<file path="src/sv/fpa_pkg.sv">
// Shared types and constants for the fixed-point ALU.
package fpa_pkg;

  localparam int FRACTION_BITS_DEF = 8;
  localparam int WORD_BITS_DEF     = 32;
  localparam int IO_BITS           = 32;

  typedef enum logic [3:0] {
    OP_ADD      = 4'd0,
    OP_SUB      = 4'd1,
    OP_MUL      = 4'd2,
    OP_DIV      = 4'd3,
    OP_MIN      = 4'd4,
    OP_MAX      = 4'd5,
    OP_INC      = 4'd6,
    OP_DEC      = 4'd7,
    OP_TO_INT   = 4'd8,
    OP_FROM_INT = 4'd9
  } op_t;

  typedef struct packed {
    logic a_greater;
    logic a_less;
    logic a_equal;
  } cmp_flags_t;

endpackage

</file>
<file path="src/sv/fpa_cell.sv">
// One stage of the ALU chain: carries an item and one restoring divide step.
module fpa_cell #(
  parameter int WORD_BITS = 32,
  parameter int QB        = 48,
  parameter int DB        = 32,
  parameter int STEP      = 0
) (
  input  logic          clk,
  input  logic          rst_n,
  input  logic          adv,
  input  logic          v_in,
  input  logic [QB-1:0] rem_in,
  input  logic [QB-1:0] num_in,
  input  logic [DB-1:0] den_in,
  input  logic [QB-1:0] quo_in,
  input  logic [WORD_BITS+1:0] side_in,
  output logic          v_out,
  output logic [QB-1:0] rem_out,
  output logic [QB-1:0] num_out,
  output logic [DB-1:0] den_out,
  output logic [QB-1:0] quo_out,
  output logic [WORD_BITS+1:0] side_out
);
  import fpa_pkg::*;
  localparam int BIT = QB - 1 - STEP;

  logic [QB:0]   trial;
  logic [QB-1:0] rem_nxt;
  logic          qbit;
  logic          v_r;
  logic [QB-1:0] rem_r, num_r, quo_r;
  logic [DB-1:0] den_r;
  logic [WORD_BITS+1:0] side_r;

  always_comb begin
    trial   = {rem_in, num_in[BIT]} - {{(QB+1-DB){1'b0}}, den_in};
    qbit    = ~trial[QB];
    rem_nxt = qbit ? trial[QB-1:0] : {rem_in[QB-2:0], num_in[BIT]};
  end

  always_ff @(posedge clk) begin
    if (!rst_n) begin
      v_r <= 1'b0;
    end else if (adv) begin
      v_r <= v_in;
    end
    if (adv) begin
      rem_r  <= rem_nxt;
      num_r  <= num_in;
      den_r  <= den_in;
      quo_r  <= quo_in | (QB'(qbit) << BIT);
      side_r <= side_in;
    end
  end

  assign v_out    = v_r;
  assign rem_out  = rem_r;
  assign num_out  = num_r;
  assign den_out  = den_r;
  assign quo_out  = quo_r;
  assign side_out = side_r;
endmodule

</file>
<file path="config.mk">
export PLATFORM = sky130hd
export DESIGN_NAME = fpa_cell
export DESIGN_NICKNAME = d
export VERILOG_FILES = /design/src/sv/fpa_pkg.sv /design/src/sv/fpa_cell.sv
export SDC_FILE = /design/constraint.sdc
export NUM_CORES = 1
export LEC_CHECK = 0
export ABC_CLOCK_PERIOD_IN_PS = 3300
export BUFFER_PORTS_ARGS = -buffer_cell sky130_fd_sc_hd__buf_2
export CAP_MARGIN = 25
export CORE_ASPECT_RATIO = 0.6
export CORE_MARGIN = 3
export CORE_UTILIZATION = 42
export DETAILED_ROUTE_END_ITERATION = 10
export PLACE_DENSITY = 0.86
export SLEW_MARGIN = 10
export SYNTH_ARGS = -nofsm -noshare
export SYNTH_HDL_FRONTEND = slang
export SYNTH_SLANG_ARGS = --single-unit
</file>
<file path="constraint.sdc">
create_clock -name clk -period 3.3 [get_ports clk]
set_input_delay 0.66 -clock clk [delete_from_list [all_inputs] [get_ports clk]]
set_output_delay 0.66 -clock clk [all_outputs]
set_load 0.05 [all_outputs]
</file>
; Word level (Yosys, flattened, before mapping)
; Cells that the tools add are included.
[totals]
register_bits = 211
input_bits = 214
out_inout_bits = 211
[op_classes]
add_sub_neg = 1
n_mux = 1
bitwise = 2
[ops]
columns = operator, count
row1 = $sub A49 B32 Y49, 1
row2 = $mux W48, 1
row3 = $or A48 B48 Y48, 1
row4 = $not A1 Y1, 1

; Logic depth before layout (Yosys ltp)
[depth]
depth_word = 3
depth_mapped = 15
mapped_depth_nobuf = 13

; Worst setup path before layout
; OpenSTA, ideal clock, no wires.
[synth_path]
kind = in2reg
startpoint = input num_in[47]
endpoint = register rem_r[46], in the netlist rem_out[46], data pin
t_arrival_ps = 3101
path_slack_ps = -72
stages = 13
n_path_buf = 0
cell_sequence = inv_1 -> ha_1 -> inv_1 -> fa_1 -> a211oi_1 -> o21ai_1 -> a32o_1 -> o21a_1 -> a211o_1 -> a41oi_1 -> nor2b_1 -> nor4_1 -> xor2_1
[synth_between]
elab_chain_len = 2
[synth_rtl]
columns = item, line
row1 = from (decl), fpa_cell.sv:13  ; input logic [QB-1:0] num_in,
row2 = $sub A49 B32 Y49, fpa_cell.sv:36  ; trial = {rem_in, num_in[BIT]} - {{(QB+1-DB){1'b0}}, den_in};
row3 = $mux W48, fpa_cell.sv:38  ; rem_nxt = qbit ? trial[QB-1:0] : {rem_in[QB-2:0], num_in[BIT]};
row4 = via rem_nxt[46], fpa_cell.sv:28  ; logic [QB-1:0] rem_nxt;
row5 = to (signal assigned), fpa_cell.sv:48  ; rem_r <= rem_nxt;
row6 = to (decl), fpa_cell.sv:31  ; logic [QB-1:0] rem_r, num_r, quo_r;
; The timed path passes the listed nets, and every way through them passes these cells.
; A chain may end at the register's enable or synchronous reset.

; Worst setup path after layout
[layout_path]
startpoint = input den_in[2]
endpoint = register rem_r[47], in the netlist rem_out[47], data pin
[layout_between]
elab_chain_len = 2
[layout_rtl]
columns = item, line
row1 = from (decl), fpa_cell.sv:14  ; input logic [DB-1:0] den_in,
row2 = $sub A49 B32 Y49, fpa_cell.sv:36
row3 = $mux W48, fpa_cell.sv:38
row4 = via rem_nxt[47], fpa_cell.sv:28
; The timed path passes the listed nets, and every way through them passes these cells.

==> qor.yml <==
grt:
  top_usage_layer: "met2"
  use_met3_pct: 5.78
  use_met2_pct: 37.2
  grt_use_met1_pct: 28.0
  antenna_found_initial: 3
  grt_pass1_vias: 7093
  grt_overflow: 0
  grt_usage_pct: 21.8
  grt_pass1_wl_um: 39900
  grt_max_degree: 65
setup_path:
  end_kind: "register"
  slowest_delay_ns: 0.41
  path_class: "in -> reg"
  crit_path_max_fanout: 5
  crit_slowest_cell: "o31ai_2"
  crit_arrival_ns: 3.32
  critical_path.top_delay_family: "compound AO/OA/AOI/OAI gates"
  worstPathRequired_ns: 3.56
  cpMostUsedCell: "a21oi_1"
  crit_path_cell_trace: "buf_2 > inv_1 > ha_1 > o21ai_0 > a21oi_1 > o211ai_1 > a21oi_1 > a41oi_1 > o31ai_2 > a21boi_0 > buf_4 > o2111ai_1 > xnor2_1"
  worst-path-buf-inv: 3
  cp-start-kind: "input pin"
placement:
  dp_cells: 1392
  dp_hpwl_um: 21200
  io_buffers: 424
  place_congestion: 0.911
  placed_area_mm2: 0.0120
floorplanning:
  core_mm2: 0.0206
  start_util_pct: 43.9
  fp.dieArea_mm2: 0.0234
  die_x_um: 195
  chipHeight_um: 120
  ioPinCount: 425
  rows: 40
clocking:
  cts_tree: "done"
  insertion_delay_ns: 0.50
  clock_path_buffers: 3
  clock-sinks: 211
  cts-htree-levels: 1
  cts_buffers: 21
  cts_setup_buffers: 0
  clk_pin_slew_ns: 0.07
  root_buffer: "clkbuf_16"
layout:
  fillers: 1601
  areaGrowthSynthToFinish_pct: 41.0
  final_nets: 1389
  antenna_cells: 0
  stdcell_count: 1429
  layout-drive-gt1-share_pct: 46.9
  finalInstanceArea_mm2: 0.0127
  finalCoreUtilization_pct: 62.0
timing:
  slew_viol_final: 0
  finalCriticalPeriod_ns: 3.06
  tightest_slew_ns: 0.685
  skew_ns: 0
  timing.fmax_mhz: 326
  tns_ns: 0
  setup_violations: 0
  slew_headroom_pct: 53.8
  finalCritPeriodShare_pct: 92.9
  hold_violations: 0
  grt_setup_unrepaired: "no"
yosys:
  synth.distinct_cells: 57
  avgSynthCellArea_um2: 14.1
  ys_seq_area_share_pct: 70.0
  syn_area_mm2: 0.00904
  ys_ff_latch: 211
  synth_nets: 888
  netlist_instances: 641
  synth_edf_count: 210
  synth_warnings: 0
  synth_flop_cell: "edfxtp_1"
  synth-async-reset-ratio_pct: 0
routing:
  drc: 0
  drt_first_pass_iters: 5
  antenna_left: 0
  routedWlPerCell_um: 18.9
  wirelength_um: 27000
  initialDrtViolationCount: 529
  vias: 7213
  vias_per_cell: 5.05
power_and_ir_drop:
  ir_drop_mv: 0.398
  p_total_uw: 7480
  leakagePower_uw: 0.00564
  powerDensity_mw_per_mm2: 587
run_status:
  status: "finished clean"
flow_run:
  maxCapViolCount: 0
worst_hold_path:
  hold_path_class: "in -> reg"
final timing paths:
| check | start | endpoint | slack (ns) | cells after the start |
|---|---|---|---|---|
| worst min register to register | v_out | v_out | 0.53 | 2 |
| worst min-delay path | quo_in[24] | quo_out[24] | 0.33 | 1 |
| worst max register to register | v_out | v_out | 2.71 | 2 |
| worst max-delay path | den_in[2] | rem_out[47] | 0.24 | 13 |
cell type report:
class | count | area, µm² | area share (%)
well taps | 273 | 342 | 2.68
clock inverters | 7 | 93.8 | 0.736
clock buffers | 30 | 569 | 4.47
inverters | 39 | 146 | 1.15
multi-input cells | 374 | 2530 | 19.9
repair buffers | 495 | 2740 | 21.5
flip-flops and latches | 211 | 6330 | 49.6
worst reg2reg max path, cell delays in order, from the launching register on:
cell,delay [ns]
dfxtp_1,0.31
mux2i_1,0.12
nor2b_1,0.06
logic make-up (layout without fill, tap and decap cells):
logic type,after synthesis,in the layout,share of synthesized area (%)
compound gates,140,140,9.33
xor+xnor,47,47,4.64
fa+ha+maj,33,33,4.65
buf+inv,56,571,2.59
flops,211,211,70.0
mux,2,2,0.235
simple gates,152,152,8.56
per-stage QoR:
stage | worst slack, ns | hold WS, ns
final | 0.235 | 0.327
after detailed placement | -0.486 | 0.505
after global placement | -0.393 | 0.494
after CTS | 0.0254 | 0.305
after floorplan | -0.0578 | 0.743
after global routing | 0.0206 | 0.303
power breakdown:
part | total (µW) | internal (µW) | switching, µW
registers | 3270 | 3210 | 58.2
logic | 1850 | 512 | 1340
clock network | 2360 | 1360 | 991
total | 7480 | 5090 | 2390
cell usage in the layout, fill, tap and decap left out, drive strengths merged, types with 3 or more instances in the layout:
cell type	synthesis	routed
nor4	7	7
a31oi	5	5
a21oi	40	40
o31ai	3	3
or3	4	4
nor2b	5	5
clkbuf	9	31
edfxtp	210	210
nor2	26	26
buf	8	494
o21ai	53	53
nor3	9	9
or2	3	3
o211ai	4	4
inv	39	41
nand2	61	61
ha	32	32
a21o	11	11
xor2	26	26
nand3	6	6
a41oi	4	4
nand4	4	4
and3	5	5
nor4b	6	6
xnor2	21	21
o2111ai	4	4
nand2b	7	7
flip-flops by register name, summed over array words and instances, names as in the netlist:
signal    count
den_out      32
num_out      48
quo_out      48
rem_out      48
side_out     34
v_out         1
cell usage after synthesis, types with 4 or more instances:
| library cell | count | area (µm²) |
|---|---|---|
| nor4_1 | 7 | 43.8 |
| nand2_1 | 61 | 229 |
| and3_1 | 5 | 31.3 |
| buf_2 | 5 | 25.0 |
| clkbuf_1 | 7 | 26.3 |
| o211ai_1 | 4 | 30.0 |
| a31oi_1 | 5 | 31.3 |
| inv_1 | 39 | 146 |
| xor2_1 | 25 | 219 |
| nand4_1 | 4 | 25.0 |
| a41oi_1 | 4 | 35.0 |
| nor2_1 | 26 | 97.6 |
| edfxtp_1 | 210 | 6310 |
| nand2b_1 | 7 | 43.8 |
| a21o_1 | 11 | 82.6 |
| o2111ai_1 | 4 | 35.0 |
| nor3_1 | 7 | 35.0 |
| nor2b_1 | 5 | 31.3 |
| nand3_1 | 6 | 30.0 |
| o21ai_0 | 50 | 250 |
| a21oi_1 | 39 | 195 |
| nor4b_1 | 6 | 52.6 |
| xnor2_1 | 21 | 184 |
| ha_1 | 32 | 400 |
what timing repair did:
| action | in CTS | in global routing |
|---|---|---|
| setup endpoints to repair | 0 | 43 |
| hold buffers | 0 | 0 |
| resized for setup | 0 | 8 |
layer usage:
metal  part of all wire, %  routed length [µm]
met4                   2.3                 614
met1                    40               10800
met5                  0.17                  45
met3                   8.4                2260
met2                    49               13300
(Power assumes the default switching activity.)
